## src/hdl/bsc_pkg.sv

```systemverilog
// Shared types, field widths and codes of the bounded sorted candidate list.
package bsc_pkg;

  // Field widths of the request and result items.
  localparam int ID_W       = 64;
  localparam int DIST_W     = 32;
  localparam int IDX_W      = 8;
  localparam int OP_W       = 2;
  localparam int STATUS_W   = 2;
  localparam int COUNT_W    = 9;
  localparam int CAP_W      = 9;

  // Stream and register port widths.
  localparam int IN_DATA_W  = 104;
  localparam int IN_USER_W  = 2;
  localparam int OUT_DATA_W = 112;
  localparam int OUT_USER_W = 3;
  localparam int CFG_ADDR_W = 3;
  localparam int CFG_DATA_W = 32;

  // Operation codes carried in the request.
  localparam logic [OP_W-1:0] OP_INSERT = 2'd0;
  localparam logic [OP_W-1:0] OP_TAKE   = 2'd1;
  localparam logic [OP_W-1:0] OP_READ   = 2'd2;
  localparam logic [OP_W-1:0] OP_CLEAR  = 2'd3;

  // Status codes returned with each result.
  localparam logic [STATUS_W-1:0] ST_INSERTED = 2'd0;
  localparam logic [STATUS_W-1:0] ST_KEPT     = 2'd1;
  localparam logic [STATUS_W-1:0] ST_DROPPED  = 2'd2;
  localparam logic [STATUS_W-1:0] ST_OTHER    = 2'd3;

  // Register map: word index of the capacity register.
  localparam logic [CFG_ADDR_W-3:0] REG_CAPACITY = 1'd0;
  localparam logic [CAP_W-1:0]      CAP_RESET    = 9'd50;

  // One stored candidate.
  typedef struct packed {
    logic [ID_W-1:0]   id;
    logic [DIST_W-1:0] distance;
    logic              vis;
  } entry_t;

  localparam int ENTRY_W = $bits(entry_t);

  // Candidate under work, broadcast to every cell.
  typedef struct packed {
    logic [ID_W-1:0]   id;
    logic [DIST_W-1:0] distance;
  } key_t;

  // Per-cell commands from the sequencer.
  typedef struct packed {
    logic held;
    logic load;
    logic shift;
    logic lower;
    logic mark;
    logic sel;
  } cell_ctl_t;

  // Per-cell compare results toward the search trees.
  typedef struct packed {
    logic match;
    logic lt;
    logic avail;
  } cell_flag_t;

endpackage

```

## src/hdl/bsc_cell.sv

```systemverilog
// One list cell: holds a candidate, compares it to the broadcast key, shifts from its neighbor.
module bsc_cell import bsc_pkg::*; (
  input  logic       clk,
  input  cell_ctl_t  ctl,
  input  key_t       key,
  input  entry_t     left_entry,
  output entry_t     entry,
  output cell_flag_t flags,
  output entry_t     rd_entry
);

  entry_t entry_r;
  entry_t entry_nxt;
  logic   match_r;
  logic   match_nxt;
  logic   lt_r;
  logic   lt_nxt;

  // Update of the stored candidate; an insert either loads here or moves right.
  always_comb begin
    entry_nxt = entry_r;
    priority if (ctl.load) begin
      entry_nxt.id       = key.id;
      entry_nxt.distance = key.distance;
      entry_nxt.vis      = 1'b0;
    end else if (ctl.shift) begin
      entry_nxt = left_entry;
    end else if (ctl.lower) begin
      if (key.distance < entry_r.distance) begin
        entry_nxt.distance = key.distance;
      end
    end else if (ctl.mark) begin
      entry_nxt.vis = 1'b1;
    end
  end

  // Compares against the key count only for cells inside the list.
  assign match_nxt = ctl.held & (entry_r.id == key.id);
  assign lt_nxt    = ctl.held & (key.distance < entry_r.distance);

  always_ff @(posedge clk) begin
    entry_r <= entry_nxt;
    match_r <= match_nxt;
    lt_r    <= lt_nxt;
  end

  assign entry       = entry_r;
  assign flags.match = match_r;
  assign flags.lt    = lt_r;
  assign flags.avail = ctl.held & ~entry_r.vis;
  assign rd_entry    = ctl.sel ? entry_r : '0;

endmodule

```

## config.mk

```make
export PLATFORM = sky130hd
export DESIGN_NAME = bsc_cell
export DESIGN_NICKNAME = d
export VERILOG_FILES = /design/src/hdl/bsc_pkg.sv /design/src/hdl/bsc_cell.sv
export SDC_FILE = /design/constraint.sdc
export NUM_CORES = 1
export LEC_CHECK = 0
export BUFFER_PORTS_ARGS = -buffer_cell sky130_fd_sc_hd__clkbuf_2
export CAP_MARGIN = 20
export CORE_AREA = 3 3 152 154
export CTS_BUF_LIST = sky130_fd_sc_hd__clkbuf_8 sky130_fd_sc_hd__clkbuf_16
export CTS_CLUSTER_SIZE = 10
export DETAILED_ROUTE_END_ITERATION = 10
export DIE_AREA = 0 0 155 157
export GPL_TIMING_DRIVEN = 0
export PLACE_DENSITY_LB_ADDON = 0.3
export SETUP_SLACK_MARGIN = 0.15
export SYNTH_ARGS = -nofsm -noshare
export SYNTH_HDL_FRONTEND = slang
export SYNTH_SLANG_ARGS = --single-unit
export TNS_END_PERCENT = 10
```

## constraint.sdc

```tcl
create_clock -name clk -period 4.7 [get_ports clk]
set_clock_uncertainty 0.2 [all_clocks]
set_input_delay 0.235 -clock clk [delete_from_list [all_inputs] [get_ports clk]]
set_output_delay 0.235 -clock clk [all_outputs]
set_load 0.02 [all_outputs]
```

# Word level (Yosys, flattened, before mapping)

Index checks and enable logic that the tools add are counted.

Bits in registers: 99
Input bits: 200
Output and inout port bits: 197
Logic and storage cells: 26

Magnitude comparators: 1
Equal/unequal tests: 2
Multiplexer cells: 8
Bitwise operators: 4
Reductions and logical operators: 6

Operators by type and width:

| operator                                                                 | count |
|---|---|
| 97-bit 2-to-1 mux                                                        | 2 |
| 64-bit equality test                                                     | 1 |
| 32-bit 2-to-1 mux                                                        | 2 |
| 64-bit 2-to-1 mux                                                        | 1 |
| 33-bit 2-to-1 mux                                                        | 1 |
| 32-bit less-than comparator                                              | 1 |
| 3-bit nonzero test                                                       | 2 |
| 2-bit AND reduction                                                      | 2 |
| 2-bit nonzero test                                                       | 2 |
| 1-bit bitwise AND                                                        | 3 |
| 1-bit 2-to-1 mux                                                         | 2 |
| 2-bit by 1-bit inequality test with 1-bit output (second input constant) | 1 |
| 1-bit inverter                                                           | 1 |

# Logic depth before layout (Yosys ltp)

Gate-level depths: netlist of the first run.

Depth in word-level cells: 5
Gate-level depth with buffers: 7
Mapped depth without buffers: 7

# Worst setup path after synthesis of the first run

No wires, ideal clock.

Path kind: register to register
Start: register entry_r (netlist bit entry[10])
End: register entry_r (netlist bit entry[10]) (enable)
Setup time: 424 ps
Data arrival time: 2848 ps
Data required time: 4076 ps
Setup slack: 1228 ps
Cell stages (with the launch flop): 8
Path buffers: 0
Clock period less this slack: 3472 ps
Path through: edfxtp_1 > inv_1 > ha_1 > a21oi_1 > o21ai_0 > a211oi_1 > a31oi_1 > o31ai_2

Cells in the longest elaborated chain, start to end: 3

Ends and longest elaborated chain:

| element                       | RTL line       | text |
|---|---|---|
| start: declaration            | bsc_cell.sv:12 | `entry_t entry_r;` |
| start signal: assignment      | bsc_cell.sv:42 | `entry_r <= entry_nxt;` |
| 32-bit less-than comparator   | bsc_cell.sv:29 | `if (key.distance < entry_r.distance) begin` |
| 3-bit nonzero test (no line)  | --             |  |
| 2-bit AND reduction (no line) | --             |  |

Every way passes these cells.
A chain may end at the register's enable or synchronous reset.

# Final worst setup path of the first run

Start: input key[1] in the netlist's numbering
End: register entry_r (netlist bit entry[13]) (enable)

Cells in the longest elaborated chain, start to end: 3

Ends and longest elaborated chain:

| element                       | RTL line       | text |
|---|---|---|
| start: declaration            | bsc_cell.sv:5  | `input key_t key,` |
| 32-bit less-than comparator   | bsc_cell.sv:29 |  |
| 3-bit nonzero test (no line)  | --             |  |
| 2-bit AND reduction (no line) | --             |  |

Every way passes these cells.

==> key figures, run 1 <==
Outcome
  • Status: completed

STA
  • Worst Tran Pin Value: 0.900 ns
  • Tmin final: 3.16 ns
  • Peak Freq: 0.316 GHz
  • Max_slew headroom: 40.0%
  • Tcrit/Tclk final: 67.3%
  • Setup TNS: 0 ns
  • Final Hold Vio Count: 0
  • Max Transition Viols Final: 0
  • Unrepaired setup endpoints after global routing: false
  • Final setup fails: 0

Layout
  • # nets final: 1305
  • Filler cells: 2099
  • Fin area: 10300 um2
  • Final Util: 47.0%
  • Area of the multi-input gates: 3090 um2
  • Ratio of cells with drive above 1 in the final layout: 48.2%
  • FF/Latch Area: 2940 um2
  • Finished Layout Cells: 1358
  • Area growth syn-to-layout: 63.0%
  • Inserted Diodes: 0

CTS
  • CTS Buf Count: 9
  • CTS root buf: clkbuf_16
  • Buffer depth of the longest clock path: 2
  • H-tree depth: 3
  • Clock Sinks: 99
  • Later-pin clock latency in the skew report: 0.35 ns
  • Post-CTS Setup Repair Bufs: 0
  • CTS tree: done
  • Reg clk slew, reported paths: 0.07 ns

Pwr
  • Clock power frac: 27.9%
  • Gate power share: 32.0%
  • Peak VDD IR: 0.000134 V
  • Reg power frac: 40.1%
  • Power Dens Cells: 286 nW/um2
  • P_int: 1.97 mW
  • Net Sw Frac: 32.9%
  • Psw: 0.966 mW
  • LEAKAGE: 4.81 nW

Setup path
  • Worst-path maximum fanout: 18
  • Critical R2R Launch: entry[32]$_DFFE_PP_
  • Critical setup path kind: in2reg
  • CP delay by family, top: compound AO/OA/AOI/OAI gates
  • CP max-delay cell: o31ai_4
  • R2r setup slk: 1.54 ns
  • CP Buf/Inv Count: 3
  • Worst path cell trace: dlygate4sd3_1 > clkbuf_2 > ha_1 > a2111oi_0 > nand4b_1 > a31oi_1 > o31ai_4 > buf_8
  • R2r worst-path depth: 8
  • Max incr delay on CP: 0.78 ns
  • Crit path launch: key[1]
  • Worst path arrival time: 3.01 ns
  • Worst EP required: 4.55 ns
  • Worst setup path end: entry[13]$_DFFE_PP_
  • CP startpoint kind: input port
  • Crit end category: flop
  • R2r endpoint: entry[13]$_DFFE_PP_
  • Worst path depth: 8

GRT
  • GRT Residual Overflow: 0
  • Vias in the first global route: 6501
  • Largest net degree at the start of global routing: 65
  • First-pass GRT wire length: 37000 um
  • All-layer global routing usage: 20.1%
  • Initial antenna violation count: 0

Routing
  • Vias per cell: 4.57
  • Antenna Violating Nets Remaining: 0
  • Iteration-0 DRC Markers: 221
  • Drt drc: 0
  • DRT Pass-1 Iters: 6
  • Post-Route WL: 25500 um
  • WL/cell: 18.8 um
  • Routed via count: 6206

Synth
  • #FFs+latches synth: 99
  • Mapped Area: 6300 um2
  • Syn Inst Count: 537
  • Synth area leader: edfxtp_1
  • YS warnings: 0
  • Synth top area cells: edfxtp_1, mux2_2, and2_1, ha_1, xnor2_1
  • Number of synthesized flops with an enable pin: 96
  • Avg Cell Area, Syn: 11.7 um2
  • Post-synth top cells: and2_1, edfxtp_1, mux2_2, inv_1, xnor2_1
  • Sequential fraction of the synthesis area: 46.7%
  • Most common cell in the netlist: and2_1
  • Netlist cell types: 35
  • Synth async-reset ratio: 0%
  • Post-synth top area share: 45.8%
  • Prevailing post-synth register cell: edfxtp_1
  • Syn_nets: 768

Floorplan
  • Die width: 155 um
  • Die Span Y: 157 um
  • Die ar.: 24300 um2
  • Area of the core: 21800 um2
  • Ports: 397
  • Initial Utilization: 28.8%
  • Row Count: 54

Job
  • Total of max-cap violations: 0

Placement
  • Gpl congestion: 0.843
  • Dpl hpwl: 19800 um
  • Placed Area: 8650 um2
  • Cells after DPL: 1213
  • # port buffers: 395

Worst hold path
  • HP Class: in2reg
[power groups by stage]
stage	registers, mW	logic, mW	clock network, mW
after floorplan	1.28	0.383	0
after global placement	1.20	0.838	0
after detailed placement	1.20	0.847	0
after CTS	1.18	0.948	0.860
after global routing	1.19	1.02	0.884
final	1.18	0.941	0.821
[state kept, by name (all words and copies together), names as in the netlist]
signal,cells
entry,97
lt_r,1
match_r,1
[area by class of cell]
| class | count | area share, % |
|---|---|---|
| sequential | 99 | 28.7 |
| tap | 280 | 3.41 |
| clock buffer | 9 | 2.19 |
| multi-input combinational | 372 | 30.1 |
| buffer | 23 | 1.04 |
| inverter | 43 | 1.60 |
| timing repair buffer | 526 | 32.1 |
| clock inverter | 6 | 0.865 |
[cells in the final DEF, fill, tap and decap left out, drive strengths merged, types with 6 or more instances in the layout]
master	count
inv	45
nor4	6
and2	97
dlygate4sd3	130
xor2	17
a21oi	17
xnor2	38
nand2	14
mux2	96
nor2	12
buf	13
ha	31
o21ai	9
edfxtp	96
nand4	12
clkbuf	415
[through the flow]
| step | hold WS, ns | setup WS [ns] | power (mW) |
|---|---|---|---|
| CTS | 0.0000935 | 1.42 | 2.99 |
| detailed placement | 0.272 | 1.44 | 2.05 |
| floorplan | 0.174 | 1.23 | 1.67 |
| finish | 0.0230 | 1.54 | 2.94 |
| global route | 0.00788 | 1.25 | 3.09 |
| global placement | 0.266 | 0.0340 | 2.04 |
[routing by layer]
metal / vias to the layer above / global-route usage (%) / routed length (um)
li1: 2975 / - / -
met1: 2914 / 22.5 / 9760
met2: 288 / 38.1 / 13400
met3: 29 / 3.77 / 1790
met4: 0 / 6.52 / 532
met5: - / 0 / 0
[worst min path at each step]
stage,cells after the start,from,to,slack [ns]
finish,2,key[18],entry[19]$_DFFE_PP_,0.02
global route,2,left_entry[49],entry[49]$_DFFE_PP_,0.008
CTS,2,key[47],entry[48]$_DFFE_PP_,0.00009
detailed placement,3,left_entry[0],entry[0]$_SDFFE_PP0P_,0.27
global placement,3,left_entry[0],entry[0]$_SDFFE_PP0P_,0.27
floorplan,2,ctl[3],entry[0]$_SDFFE_PP0P_,0.17
[repair_timing]
| item | in CTS | in global routing |
|---|---|---|
| resized for setup | 0 | 0 |
| hold buffers | 130 | 0 |
| endpoints found under the hold margin | 97 | 0 |
[logic make-up (layout without fill, tap and decap cells)]
logic type | Yosys count | after routing | synth area share (%)
adders and majority gates | 31 | 31 | 6.16
and+or+nand+nor | 148 | 148 | 13.9
DFF | 99 | 99 | 46.7
buffers and inverters | 66 | 607 | 4.25
AOI/OAI and AO/OA | 42 | 42 | 4.13
muxes | 96 | 96 | 17.2
xor gates and xnor gates | 55 | 55 | 7.65
Power figures use the tool's default switching activity.
==> inputs of run 2 (changes only) <==
Clock period 4.7 ns to 3 ns, I/O delays scaled along.
==> key figures, run 2 (synthesis gave the netlist of run 1 again) <==
Pwr
  • Net Sw Frac: 32.2%
  • Reg power frac: 38.3%
  • P_int: 3.28 mW
  • Power Dens Cells: 439 nW/um2
  • Gate power share: 32.9%
  • Clock power frac: 28.9%
  • LEAKAGE: 5.14 nW
  • Psw: 1.56 mW
  • Peak VDD IR: 0.000307 V

Routing
  • Post-Route WL: 26300 um
  • Drt drc: 0
  • Antenna Violating Nets Remaining: 0
  • DRT Pass-1 Iters: 4
  • Iteration-0 DRC Markers: 333
  • Vias per cell: 4.53
  • WL/cell: 18.4 um
  • Routed via count: 6473

Floorplan
  • Row Count: 54
  • Die Span Y: 157 um
  • Die ar.: 24300 um2
  • Ports: 397
  • Initial Utilization: 28.8%
  • Die width: 155 um
  • Area of the core: 21800 um2

STA
  • Final Hold Vio Count: 0
  • Max_slew headroom: 42.4%
  • Tmin final: 2.70 ns
  • Worst Tran Pin Value: 0.865 ns
  • Hold_ws: 0.276 ns
  • Tcrit/Tclk final: 89.8%
  • Peak Freq: 0.371 GHz
  • Fin worst setup slack: 0.305 ns
  • Unrepaired setup endpoints after global routing: false
  • Final setup fails: 0
  • Max Transition Viols Final: 0

CTS
  • CTS root buf: clkbuf_16
  • CTS Buf Count: 9
  • CTS tree: done
  • Clock Sinks: 99
  • Reg clk slew, reported paths: 0.07 ns
  • H-tree depth: 3
  • Buffer depth of the longest clock path: 2
  • Later-pin clock latency in the skew report: 0.35 ns

Job
  • Total of max-cap violations: 0

Placement
  • # port buffers: 395
  • Dpl hpwl: 19700 um
  • Gpl congestion: 0.845
  • Pre-CTS setup slack: -0.234 ns

Setup path
  • R2r endpoint: entry[15]$_DFFE_PP_
  • Critical R2R Launch: entry[18]$_DFFE_PP_
  • Crit end category: flop
  • R2r worst-path depth: 9
  • Worst path arrival time: 2.54 ns
  • R2r setup slk: 0.30 ns
  • Worst EP required: 2.85 ns
  • Critical setup path kind: reg2reg
  • Worst-path maximum fanout: 17
  • CP startpoint kind: flop

Layout
  • Max FFs per register: 97
  • Most common cell after layout, fill and taps aside: clkbuf_2
  • Area growth syn-to-layout: 75.0%
  • Ratio of cells with drive above 1 in the final layout: 45.8%
  • Filler cells: 1974
  • Inserted Diodes: 0
  • # nets final: 1376
  • Area of the multi-input gates: 3100 um2
  • Most frequent cells in the layout: clkbuf_2, dlygate4sd3_1, and2_1
  • FF/Latch Area: 2940 um2

GRT
  • GRT Residual Overflow: 0
  • All-layer global routing usage: 20.7%
  • Vias in the first global route: 6718
  • Initial antenna violation count: 0
  • Largest net degree at the start of global routing: 65
  • First-pass GRT wire length: 38600 um

Worst hold path
  • Worst Hold End: entry[26]$_DFFE_PP_
  • Worst hold start: ctl[3]
  • HP Class: in2reg
  • Hold Path Stages: 5

Outcome
  • Status: completed
## run 2: changes by cell type in the layout (fill, tap and decap cells not counted), sizes merged
cell         before  now
dlygate4sd3     130  197
buf              13   17
bufinv            2    3
clkinv            1    2
clkinvlp          1    0
## run 2: power groups by stage
stage | logic [mW] | registers (mW) | clock network, mW
after global routing | 1.71 | 1.87 | 1.48
after floorplan | 0.603 | 2.01 | 0
after CTS | 1.59 | 1.85 | 1.42
final | 1.59 | 1.85 | 1.40
after detailed placement | 1.33 | 1.88 | 0
after global placement | 1.31 | 1.88 | 0
## run 2: critical path, stage by stage (launching register included)
cell	delay [ns]
edfxtp_1	0.47
inv_1	0.09
ha_1	0.23
a21oi_1	0.26
o21ai_0	0.15
a211oi_1	0.25
nor2_1	0.13
o31ai_4	0.29
buf_12	0.15
buf_8	0.17
## run 2: timing repair
item,4_1_cts,5_1_grt
resized for setup,0,1
setup endpoints to repair,32,1
hold endpoints to repair,99,0
buffers inserted,4,0
hold buffers,197,0
gates cloned,0,0
pin swaps,1,0
## run 2: stage by stage
step | util [%] | power, mW | std cells | setup TNS, ns | cell area, um2
after global routing | 50.5 | 5.06 | 1430 | 0 | 11000
after global placement | 39.6 | 3.19 | 1212 | -69.39 | 8630
after detailed placement | 39.6 | 3.21 | 1213 | -4.44 | 8650
after floorplan | - | 2.61 | 537 | 0 | 6300
final | 50.5 | 4.83 | 1430 | 0 | 11000
after CTS | 50.5 | 4.86 | 1430 | 0 | 11000
## run 2: cell type report
type	instances	share of cell area (%)
buffer	23	0.965
clock buffer	9	2.04
clock inverter	7	1.10
inverter	43	1.49
multi-input combinational	372	28.2
sequential	99	26.7
tap	280	3.18
timing repair buffer	597	36.4
## run 2: how the worst max path moves through the flow
stage                        startpoint             endpoint  slack (ns)  depth (start not counted)
finish              entry[18]$_DFFE_PP_  entry[15]$_DFFE_PP_        0.30                          9
global route        entry[16]$_DFFE_PP_  entry[15]$_DFFE_PP_        0.16                          9
CTS                 entry[18]$_DFFE_PP_  entry[15]$_DFFE_PP_        0.24                          9
detailed placement  entry[18]$_DFFE_PP_  entry[14]$_DFFE_PP_       -0.23                          8
global placement                 ctl[4]  entry[39]$_DFFE_PP_       -0.80                          5
floorplan           entry[10]$_DFFE_PP_  entry[10]$_DFFE_PP_        0.13                          7
## run 2: routing by layer
| metal | wire length (um) | up-vias | GRT usage [%] | part of all wire [%] |
|---|---|---|---|---|
| met5 | 0 | - | 0 | 0 |
| met4 | 615 | 0 | 5.97 | 2.3 |
| met3 | 1820 | 30 | 4.32 | 6.9 |
| met2 | 13800 | 277 | 39.2 | 53 |
| met1 | 10000 | 3046 | 23.3 | 38 |
| li1 | - | 3120 | - | - |
==> inputs of run 3 (changes only) <==
Settings changed: CORE_AREA 3 3 152 154 to 3 3 151 153, DIE_AREA 0 0 155 157 to 0 0 154 156, SKIP_LAST_GASP set to 1.
==> key figures, run 3 (synthesis gave the netlist of run 1 again) <==
Outcome
  • Status: completed

Placement
  • Placed Area: 8650 um2
  • # port buffers: 395
  • Gpl congestion: 0.898
  • Cells after DPL: 1213
  • Dpl hpwl: 19600 um

Layout
  • Most common cell after layout, fill and taps aside: clkbuf_2
  • # nets final: 1374
  • Most frequent cells in the layout: clkbuf_2, dlygate4sd3_1, and2_1
  • Max FFs per register: 97
  • Ratio of cells with drive above 1 in the final layout: 46.0%
  • Finished Layout Cells: 1429
  • Filler cells: 1995
  • Fin area: 10900 um2
  • Area growth syn-to-layout: 73.9%

CTS
  • CTS tree: done
  • Later-pin clock latency in the skew report: 0.35 ns
  • CTS Buf Count: 9
  • Buffer depth of the longest clock path: 2
  • Reg clk slew, reported paths: 0.07 ns
  • H-tree depth: 3
  • CTS root buf: clkbuf_16
  • Clock Sinks: 99

Pwr
  • LEAKAGE: 5.09 nW
  • Power Dens Cells: 424 nW/um2
  • Peak VDD IR: 0.000212 V

STA
  • Peak Freq: 0.374 GHz
  • Worst Tran Pin Value: 0.855 ns
  • Setup TNS: 0 ns
  • Max_slew headroom: 43.0%
  • Final setup fails: 0
  • Tmin final: 2.67 ns
  • Unrepaired setup endpoints after global routing: true
  • Final Hold Vio Count: 0
  • Max Transition Viols Final: 0
  • Tcrit/Tclk final: 89.0%

Floorplan
  • Row Count: 54
  • Die width: 154 um
  • Ports: 397
  • Die ar.: 24000 um2
  • Area of the core: 21700 um2
  • Die Span Y: 156 um
  • Initial Utilization: 29.0%

Routing
  • Vias per cell: 4.53
  • Antenna Violating Nets Remaining: 0
  • Drt drc: 0
  • Routed via count: 6480
  • Iteration-0 DRC Markers: 268
  • WL/cell: 18.1 um
  • DRT Pass-1 Iters: 4
  • Post-Route WL: 25900 um

Setup path
  • Crit end category: flop
  • R2r endpoint: entry[16]$_DFFE_PP_
  • Worst EP required: 2.84 ns
  • Crit path launch: entry[18]$_DFFE_PP_
  • CP max-delay cell: edfxtp_1
  • Worst path depth: 8
  • Worst path cell trace: inv_1 > ha_1 > a21oi_1 > o21ai_0 > a211oi_1 > nor2_1 > o31ai_4 > buf_8
  • Max incr delay on CP: 0.47 ns
  • Worst setup path end: entry[16]$_DFFE_PP_
  • CP delay by family, top: compound AO/OA/AOI/OAI gates
  • Critical setup path kind: reg2reg
  • R2r setup slk: 0.33 ns
  • R2r worst-path depth: 8
  • Critical R2R Launch: entry[18]$_DFFE_PP_
  • Worst-path maximum fanout: 18
  • Worst path arrival time: 2.51 ns
  • CP startpoint kind: flop
  • CP Buf/Inv Count: 2

Job
  • Total of max-cap violations: 0

GRT
  • Largest net degree at the start of global routing: 65
  • GRT Residual Overflow: 0
  • Vias in the first global route: 6918
  • Initial antenna violation count: 1
  • First-pass GRT wire length: 38300 um
  • All-layer global routing usage: 20.7%

Worst hold path
  • HP Class: in2reg
## run 3: cell type report
class | instances | area, um2 | area share [%]
Tap cell | 280 | 350 | 3.20
Clock buffer | 9 | 225 | 2.06
Antenna cell | 1 | 2.50 | 0.0229
Buffer | 23 | 106 | 0.972
Multi-Input combinational cell | 372 | 3110 | 28.4
Inverter | 43 | 164 | 1.50
Timing Repair Buffer | 595 | 3970 | 36.3
Sequential cell | 99 | 2940 | 26.9
Clock inverter | 7 | 68.8 | 0.629
## run 3: where the power goes
group	internal, mW	switching, mW	leakage, nW
Combinational	0.753	0.831	3.94
Sequential	1.70	0.151	1.01
Clock	0.647	0.559	0.147
Total	3.10	1.54	5.09
## run 3: layer usage
layer / routed length (um) / up-vias / share of wire [%] / track usage (%)
li1: - / 3110 / - / -
met1: 10200 / 3056 / 39 / 23.7
met2: 13500 / 280 / 52 / 38.8
met3: 1520 / 34 / 5.9 / 3.19
met4: 692 / 0 / 2.7 / 7.40
met5: 0 / - / 0 / 0
## run 3: timing repair
item	4_1_cts	5_1_grt
gates resized for setup	4	0
hold buffers	195	0
setup endpoints to repair	32	26
setup buffers	4	0
hold endpoints to repair	99	0
pin swaps	1	1
## run 3: worst register-to-register path, stage by stage, from the launching register on
cell,delay [ns]
edfxtp_1,0.47
inv_1,0.09
ha_1,0.24
a21oi_1,0.26
o21ai_0,0.16
a211oi_1,0.24
nor2_1,0.12
o31ai_4,0.33
buf_8,0.24
## run 3: worst min path at each step
stage,start,endpoint,slack [ns],cells after the start
4_1_cts,key[82],entry[83]$_DFFE_PP_,0.009,2
5_1_grt,key[82],entry[83]$_DFFE_PP_,0.02,2
6_report,key[82],entry[83]$_DFFE_PP_,0.03,2
2_1_floorplan,ctl[3],entry[0]$_SDFFE_PP0P_,0.09,2
3_3_place_gp,left_entry[0],entry[0]$_SDFFE_PP0P_,0.18,3
3_5_place_dp,left_entry[0],entry[0]$_SDFFE_PP0P_,0.20,3
## run 3: stage by stage
stage | hold WS (ns) | utilization, % | power (mW) | setup WS (ns)
after CTS | 0.00890 | 50.5 | 4.68 | 0.208
after global placement | 0.184 | 39.8 | 3.19 | -0.814
after detailed placement | 0.200 | 39.9 | 3.21 | -0.334
final | 0.0300 | 50.5 | 4.64 | 0.329
after floorplan | 0.0886 | - | 2.61 | 0.128
after global routing | 0.0244 | 50.5 | 4.88 | 0.125
